**src/sv/command_byte_decimal_parser_macros.svh**
```systemverilog
// assertion macros for the command byte decimal parser
`ifndef COMMAND_BYTE_DECIMAL_PARSER_MACROS_SVH
`define COMMAND_BYTE_DECIMAL_PARSER_MACROS_SVH

// same-cycle implication, checked on clk outside reset
`define CBDP_ASSERT_NOW(label, ante, cons) \
  label: assert property (@(posedge clk) disable iff (!rst_n) (ante) |-> (cons)) \
    else $error("cbdp check failed");

// next-cycle implication, checked on clk outside reset
`define CBDP_ASSERT_NEXT(label, ante, cons) \
  label: assert property (@(posedge clk) disable iff (!rst_n) (ante) |=> (cons)) \
    else $error("cbdp check failed");

`endif

```
**src/sv/cbdp_pkg.sv**
```systemverilog
// shared types and constants for the command byte decimal parser
`default_nettype none

package cbdp_pkg;

  localparam int MAX_CHARS_DEF = 20;
  localparam int MANT_W        = 60;
  localparam int FRAC_W        = 5;
  localparam int BYTE_W        = 8;
  localparam int PROD_W        = MANT_W + 4;

  localparam logic [MANT_W-1:0] MANT_MAX = 60'd999999999999999999;
  localparam logic [FRAC_W-1:0] FRAC_MAX = 5'd18;

  localparam logic [BYTE_W-1:0] CH_DOLLAR   = 8'h24;
  localparam logic [BYTE_W-1:0] CH_POINT    = 8'h2E;
  localparam logic [BYTE_W-1:0] CH_ZERO     = 8'h30;
  localparam logic [BYTE_W-1:0] CH_ONE      = 8'h31;
  localparam logic [BYTE_W-1:0] CH_TWO      = 8'h32;
  localparam logic [BYTE_W-1:0] CH_THREE    = 8'h33;
  localparam logic [BYTE_W-1:0] NIBBLE_MASK = 8'h0F;

  typedef enum logic [2:0] {
    PH_IDLE  = 3'd0,
    PH_DUTY0 = 3'd1,
    PH_DUTY1 = 3'd2,
    PH_GAINP = 3'd3,
    PH_GAINI = 3'd4
  } phase_t;

  typedef enum logic [1:0] {
    KIND_MODE = 2'd0,
    KIND_DUTY = 2'd1,
    KIND_GAIN = 2'd2
  } kind_t;

  // gain string state apart from the character count
  typedef struct packed {
    logic [MANT_W-1:0] acc;
    logic [FRAC_W-1:0] frac;
    logic              point;
    logic              ovf;
  } str_t;

endpackage

`default_nettype wire

```
**src/sv/command_byte_decimal_parser.sv**
```systemverilog
// command byte decimal parser top level: phase control and result register
//
//  channel  direction  handshake             payload
//  in_      input      in_valid / in_ready   in_rx_byte
//  out_     output     out_valid / out_ready kind, mode, duty, gain fields
//
// one byte per cycle; each byte is parsed in the cycle it is accepted and
// its result, if any, appears in the result register on the next cycle.
// the result register sets the rate: a new byte is taken whenever the
// register is empty or its result is transferred in the same cycle.
// synchronous active-low reset returns to idle with the gain string cleared.
// a stall on out_ready holds the result and stops input only while it waits.
`default_nettype none
`include "command_byte_decimal_parser_macros.svh"

module command_byte_decimal_parser
  import cbdp_pkg::*;
#(
  parameter int MAX_CHARS = MAX_CHARS_DEF
) (
  input  wire logic              clk,
  input  wire logic              rst_n,
  input  wire logic              in_valid,
  output logic                   in_ready,
  input  wire logic [BYTE_W-1:0] in_rx_byte,
  output logic                   out_valid,
  input  wire logic              out_ready,
  output logic [1:0]             out_result_kind,
  output logic                   out_mode_sel,
  output logic [BYTE_W-1:0]      out_duty_value,
  output logic                   out_gain_select,
  output logic [MANT_W-1:0]      out_gain_mantissa,
  output logic [FRAC_W-1:0]      out_frac_digits,
  output logic                   out_overlong
);

  localparam int CNT_W = $clog2(MAX_CHARS + 1);

  phase_t             phase_r, phase_nxt;
  str_t               str_r, str_nxt, str_chr;
  logic [CNT_W-1:0]   cnt_r, cnt_nxt, cnt_chr;

  logic               out_vld_r, out_vld_nxt;
  kind_t              kind_r, kind_nxt;
  logic               mode_r, mode_nxt;
  logic [BYTE_W-1:0]  duty_r, duty_nxt;
  logic               gsel_r, gsel_nxt;
  logic [MANT_W-1:0]  mant_r, mant_nxt;
  logic [FRAC_W-1:0]  frac_r, frac_nxt;
  logic               ovl_r, ovl_nxt;

  logic               in_fire;
  logic               res_vld;

  assign in_ready = !out_vld_r || out_ready;
  assign in_fire  = in_valid && in_ready;

  cbdp_digit_acc #(
    .MAX_CHARS (MAX_CHARS),
    .CNT_W     (CNT_W)
  ) u_digit_acc (
    .ch      (in_rx_byte),
    .str_cur (str_r),
    .cnt_cur (cnt_r),
    .str_upd (str_chr),
    .cnt_upd (cnt_chr)
  );

  always_comb begin
    phase_nxt = phase_r;
    str_nxt   = str_r;
    cnt_nxt   = cnt_r;
    res_vld   = 1'b0;
    kind_nxt  = KIND_MODE;
    mode_nxt  = 1'b0;
    duty_nxt  = '0;
    gsel_nxt  = 1'b0;
    mant_nxt  = '0;
    frac_nxt  = '0;
    ovl_nxt   = 1'b0;
    if (in_fire) begin
      unique case (phase_r)
        PH_DUTY0, PH_DUTY1: begin
          res_vld   = 1'b1;
          kind_nxt  = KIND_DUTY;
          mode_nxt  = (phase_r == PH_DUTY1);
          duty_nxt  = in_rx_byte;
          phase_nxt = PH_IDLE;
        end
        PH_GAINP, PH_GAINI: begin
          if (in_rx_byte == CH_DOLLAR) begin
            res_vld   = 1'b1;
            kind_nxt  = KIND_GAIN;
            gsel_nxt  = (phase_r == PH_GAINI);
            mant_nxt  = str_r.acc;
            frac_nxt  = str_r.frac;
            ovl_nxt   = str_r.ovf;
            str_nxt   = '0;
            cnt_nxt   = '0;
            phase_nxt = PH_IDLE;
          end else begin
            str_nxt = str_chr;
            cnt_nxt = cnt_chr;
          end
        end
        default: begin
          phase_nxt = PH_IDLE;
          if ((in_rx_byte == CH_ZERO) || (in_rx_byte == CH_ONE)) begin
            res_vld   = 1'b1;
            kind_nxt  = KIND_MODE;
            mode_nxt  = (in_rx_byte == CH_ONE);
            phase_nxt = (in_rx_byte == CH_ONE) ? PH_DUTY1 : PH_DUTY0;
          end else if ((in_rx_byte == CH_TWO) || (in_rx_byte == CH_THREE)) begin
            str_nxt   = '0;
            cnt_nxt   = '0;
            phase_nxt = (in_rx_byte == CH_THREE) ? PH_GAINI : PH_GAINP;
          end
        end
      endcase
    end
    out_vld_nxt = in_ready ? res_vld : out_vld_r;
  end

  always_ff @(posedge clk) begin
    if (!rst_n) begin
      phase_r   <= PH_IDLE;
      str_r     <= '0;
      cnt_r     <= '0;
      out_vld_r <= 1'b0;
    end else begin
      phase_r   <= phase_nxt;
      str_r     <= str_nxt;
      cnt_r     <= cnt_nxt;
      out_vld_r <= out_vld_nxt;
    end
  end

  // result payload, loaded on each parsed byte that gives a result
  always_ff @(posedge clk) begin
    if (in_fire && res_vld) begin
      kind_r <= kind_nxt;
      mode_r <= mode_nxt;
      duty_r <= duty_nxt;
      gsel_r <= gsel_nxt;
      mant_r <= mant_nxt;
      frac_r <= frac_nxt;
      ovl_r  <= ovl_nxt;
    end
  end

  assign out_valid         = out_vld_r;
  assign out_result_kind   = kind_r;
  assign out_mode_sel      = mode_r;
  assign out_duty_value    = duty_r;
  assign out_gain_select   = gsel_r;
  assign out_gain_mantissa = mant_r;
  assign out_frac_digits   = frac_r;
  assign out_overlong      = ovl_r;

  // outside a gain string the string state is always clear
  `CBDP_ASSERT_NOW(a_str_clear_outside_gain, (phase_r == PH_IDLE) || (phase_r == PH_DUTY0) || (phase_r == PH_DUTY1), (str_r == '0) && (cnt_r == '0))
  `CBDP_ASSERT_NOW(a_mant_in_range, 1'b1, str_r.acc <= MANT_MAX)
  `CBDP_ASSERT_NOW(a_frac_in_range, 1'b1, (str_r.frac <= FRAC_MAX) && (cnt_r <= CNT_W'(MAX_CHARS)))
  // a duty byte always yields a duty result on the next cycle
  `CBDP_ASSERT_NEXT(a_duty_result, in_fire && ((phase_r == PH_DUTY0) || (phase_r == PH_DUTY1)), out_vld_r && (kind_r == KIND_DUTY) && (phase_r == PH_IDLE))

endmodule

`default_nettype wire

```
**src/sv/cbdp_digit_acc.sv**
```systemverilog
// one gain string character: point, fraction count and saturating decimal accumulate
`default_nettype none

module cbdp_digit_acc
  import cbdp_pkg::*;
#(
  parameter int MAX_CHARS = MAX_CHARS_DEF,
  parameter int CNT_W     = $clog2(MAX_CHARS + 1)
) (
  input  wire logic [BYTE_W-1:0] ch,
  input  wire str_t              str_cur,
  input  wire logic [CNT_W-1:0]  cnt_cur,
  output str_t                   str_upd,
  output logic [CNT_W-1:0]       cnt_upd
);

  logic [PROD_W-1:0] acc_ext;
  logic [PROD_W-1:0] prod;
  logic [3:0]        nib;

  assign nib     = 4'(ch & NIBBLE_MASK);
  assign acc_ext = {{(PROD_W-MANT_W){1'b0}}, str_cur.acc};
  assign prod    = (acc_ext << 3) + (acc_ext << 1) + {{(PROD_W-4){1'b0}}, nib};

  always_comb begin
    str_upd = str_cur;
    cnt_upd = cnt_cur;
    if (cnt_cur >= CNT_W'(MAX_CHARS)) begin
      str_upd.ovf = 1'b1;
    end else begin
      cnt_upd = cnt_cur + CNT_W'(1);
      if (ch == CH_POINT) begin
        str_upd.point = 1'b1;
        str_upd.frac  = '0;
      end else if (str_cur.point && (str_cur.frac >= FRAC_MAX)) begin
        str_upd.ovf = 1'b1;
      end else begin
        if (str_cur.point) begin
          str_upd.frac = str_cur.frac + FRAC_W'(1);
        end
        if (prod > {{(PROD_W-MANT_W){1'b0}}, MANT_MAX}) begin
          str_upd.acc = MANT_MAX;
          str_upd.ovf = 1'b1;
        end else begin
          str_upd.acc = prod[MANT_W-1:0];
        end
      end
    end
  end

endmodule

`default_nettype wire
```
**config.mk**
```make
export PLATFORM = sky130hd
export DESIGN_NAME = command_byte_decimal_parser
export DESIGN_NICKNAME = d
export VERILOG_FILES = /design/src/sv/cbdp_pkg.sv /design/src/sv/command_byte_decimal_parser.sv /design/src/sv/cbdp_digit_acc.sv
export VERILOG_INCLUDE_DIRS = /design/src /design/src/sv
export SDC_FILE = /design/constraint.sdc
export NUM_CORES = 1
export LEC_CHECK = 0
export BUFFER_PORTS_ARGS = -buffer_cell sky130_fd_sc_hd__buf_2
export CAP_MARGIN = 0
export CORE_MARGIN = 3
export CORE_UTILIZATION = 40
export CTS_CLUSTER_SIZE = 16
export DETAILED_ROUTE_END_ITERATION = 16
export SLEW_MARGIN = 20
export SYNTH_ARGS = -nofsm -noshare
export SYNTH_HDL_FRONTEND = slang
export SYNTH_SLANG_ARGS = --single-unit
```
**constraint.sdc**
```tcl
create_clock -name clk -period 14.9 [get_ports clk]
set_input_delay 1.49 -clock clk [delete_from_list [all_inputs] [get_ports clk]]
set_output_delay 1.49 -clock clk [all_outputs]
set_load 0.05 [all_outputs]
```
==> flow_summary.yaml <==
run_status:
  status: "finished, final reports clean"
grt:
  grt_pass1_vias: 9538
  grt_util_all_layers: 0.208
  grt_pass1_wl_um: 51500
  antenna_found_initial: 0
  grt_max_degree: 79
  grt.overflow.total: 0
sta:
  tns_ps: 0
  holdWs_ps: 510
  finalHoldViolCount: 0
  tightest_slew_ps: 1100
  clock_skew_ps: 15.3
  fmax_mhz: 158
  finalMaxSlewViolations: 0
  finalSetupViolCount: 0
  slew_headroom: 0.269
  finalCritPeriodShare: 0.424
  setup_ws_ps: 8580
  rsz0062_at_grt: "no"
  period_minus_slack_ps: 6320
routing:
  drtIter0Drc: 852
  finalWirelength_um: 32100
  firstDrtPassIters: 5
  viasPerCell: 5.97
  ant_nets: 0
  route.detailed.drc: 0
  wl_per_cell_um: 19.1
  num_vias: 10034
cells_and_area:
  drive_gt1_frac: 0.121
  fin_cells: 1682
  area.growth.synth_to_final_pct: 11.5
  final_cell_mix: "ha_1 (123), nand2_1 (112), a21oi_1 (98)"
  fin_area_mm2: 0.0126
  fin_util: 0.454
  layout.nets: 1428
  final_common_cell: "ha_1"
  diodes: 0
setup_path:
  required_ps: 15260
  r2r_cells: 14
  critPathMaxFanout: 20
  r2r_setup_slack_ps: 9380
  worst_setup_path_start_kind: "primary input"
  timing.rr.start: "str_r[26]"
  startpoint: "in_rx_byte[3]"
  worstSetupPathType: "primary input to flop"
  critPathCapture: "str_r[55]"
  critPathCaptureType: "flop"
  worstReg2RegEnd: "str_r[55]"
  arrival_ps: 6680
clock_tree:
  clkSinkCount: 154
  cts-root-buf: "clkbuf_16"
  cts_max_level: 4
  cts_made_buffers: 17
  cts_tree: "yes"
  path_clk_slew_ps: 70
  cts_resized: 0
  cts_buffer_depth: 2
  clkLatencyLatePin_ps: 430
  cts_hold_buf: 0
  cts_setup_buffers: 0
floorplan:
  die_x_um: 174
  die-area_mm2: 0.0304
  coreArea_mm2: 0.0279
  rows: 61
  start_util: 0.407
  die_h_um: 174
  io_pins: 92
pwr:
  switching_power_uw: 213
  peakVddDrop_v: 0.0000642
  p_seq_frac: 0.474
  p_total_uw: 930
  power_frac_clock: 0.512
  swShare: 0.230
  power_frac_comb: 0.013
  leakagePower_nw: 5.41
  p_int_uw: 716
  p_per_area_mw_per_mm2: 73.5
run:
  max_cap_violations: 0
yosys:
  ys_seq_area_frac: 0.341
  async_flop_share: 0
  syn_nets: 1382
  synthCells: 1245
  synth_cell_types: 83
  avgSynthCellArea_um2: 9.11
  synth_seq_cells: 154
  synth_area_mm2: 0.0113
  synth_edf_count: 78
  yosysWarnings: 0
  ys.flop_type: "edfxtp_1"
place:
  io_buffer_count: 91
  dp_hpwl_um: 24300
  gp_congestion: 0.963
  place_area_mm2: 0.0120
  dp_slack_ps: 8160
  dp.cells: 1650
min_path:
  hold_path_class: "flop to flop"
  min_path_cells: 2
  min-delay-start: "cnt_r[1]"
-- cell type report --
| type | count | area (µm²) |
|---|---|---|
| Multi-Input combinational cell | 998 | 7100 |
| Timing Repair Buffer | 96 | 493 |
| Clock inverter | 14 | 196 |
| Fill cell | 2751 | 15200 |
| Sequential cell | 154 | 3860 |
| Tap cell | 378 | 473 |
| Inverter | 24 | 90.1 |
| Clock buffer | 18 | 429 |
-- state kept, by name, summed over array words and instances (netlist names) --
register           flops
cnt_r                  5
out_duty_value         8
out_frac_digits        5
out_gain_mantissa     60
out_gain_select        1
out_mode_sel           1
out_overlong           1
out_result_kind        2
out_valid              1
phase_r                3
str_r                 67
-- routing by layer --
metal,global-route usage,share of wire
met1,0.299,0.48
met3,0.0295,0.056
met5,0,0
met2,0.332,0.45
met4,0.0473,0.012
-- critical path, cell delays in order --
cell and delay (ps):
buf_2 140, fa_1 530, fa_1 500, a21o_1 190
a221o_1 370, nand3b_1 290, a21oi_2 170, or3_1 470
and2_1 200, xor2_1 170, nor4_2 420, nand2_1 140
o31ai_2 380, and2_1 910, a32o_1 300
-- worst min-delay path by stage --
| stage | endpoint | slack [ps] |
|---|---|---|
| 3_5_place_dp | cnt_r[1] | 500 |
| 4_1_cts | cnt_r[1] | 510 |
| 3_3_place_gp | str_r[6] | 480 |
| 2_1_floorplan | str_r[6] | 450 |
| 5_1_grt | cnt_r[1] | 540 |
| 6_report | cnt_r[1] | 510 |
-- power groups by stage --
stage                     clock network (mW)  registers, mW  logic, mW
after floorplan                            0          0.452    0.00646
after global placement                     0          0.451     0.0122
after detailed placement                   0          0.451     0.0124
after CTS                              0.484          0.441     0.0124
after global routing                   0.502          0.441     0.0134
final                                  0.476          0.441     0.0123
-- Yosys cell counts, drive strengths merged (8+ instances only) --
cell / n / area share
and2: 86 / 0.047
o31ai: 8 / 0.0066
clkbuf: 40 / 0.013
xor2: 23 / 0.018
nand2: 112 / 0.037
nand3: 14 / 0.0062
a211oi: 16 / 0.012
o21a: 9 / 0.0060
nor2b: 12 / 0.0066
a221o: 41 / 0.036
o21bai: 9 / 0.0060
inv: 24 / 0.0079
nor2: 94 / 0.031
a21boi: 8 / 0.0053
buf: 29 / 0.015
nor3: 27 / 0.012
edfxtp: 78 / 0.21
o211ai: 11 / 0.0073
dfxtp: 76 / 0.13
a21o: 20 / 0.013
ha: 123 / 0.14
o21ai: 66 / 0.030
a32o: 19 / 0.017
nor4: 13 / 0.0077
xnor2: 24 / 0.019
a21oi: 101 / 0.046
nand4: 39 / 0.022
-- kinds of logic (layout without fill, tap and decap cells) --
group	count (synthesis)	after routing	share of synthesized area
compound gates	377	377	0.241
mux	7	7	0.00629
buf+inv	93	152	0.0361
simple gates	442	442	0.200
xor+xnor	47	47	0.0363
fa+ha+maj	125	125	0.139
flops	154	154	0.341
Note: power is estimated with default switching activity, not from simulation.
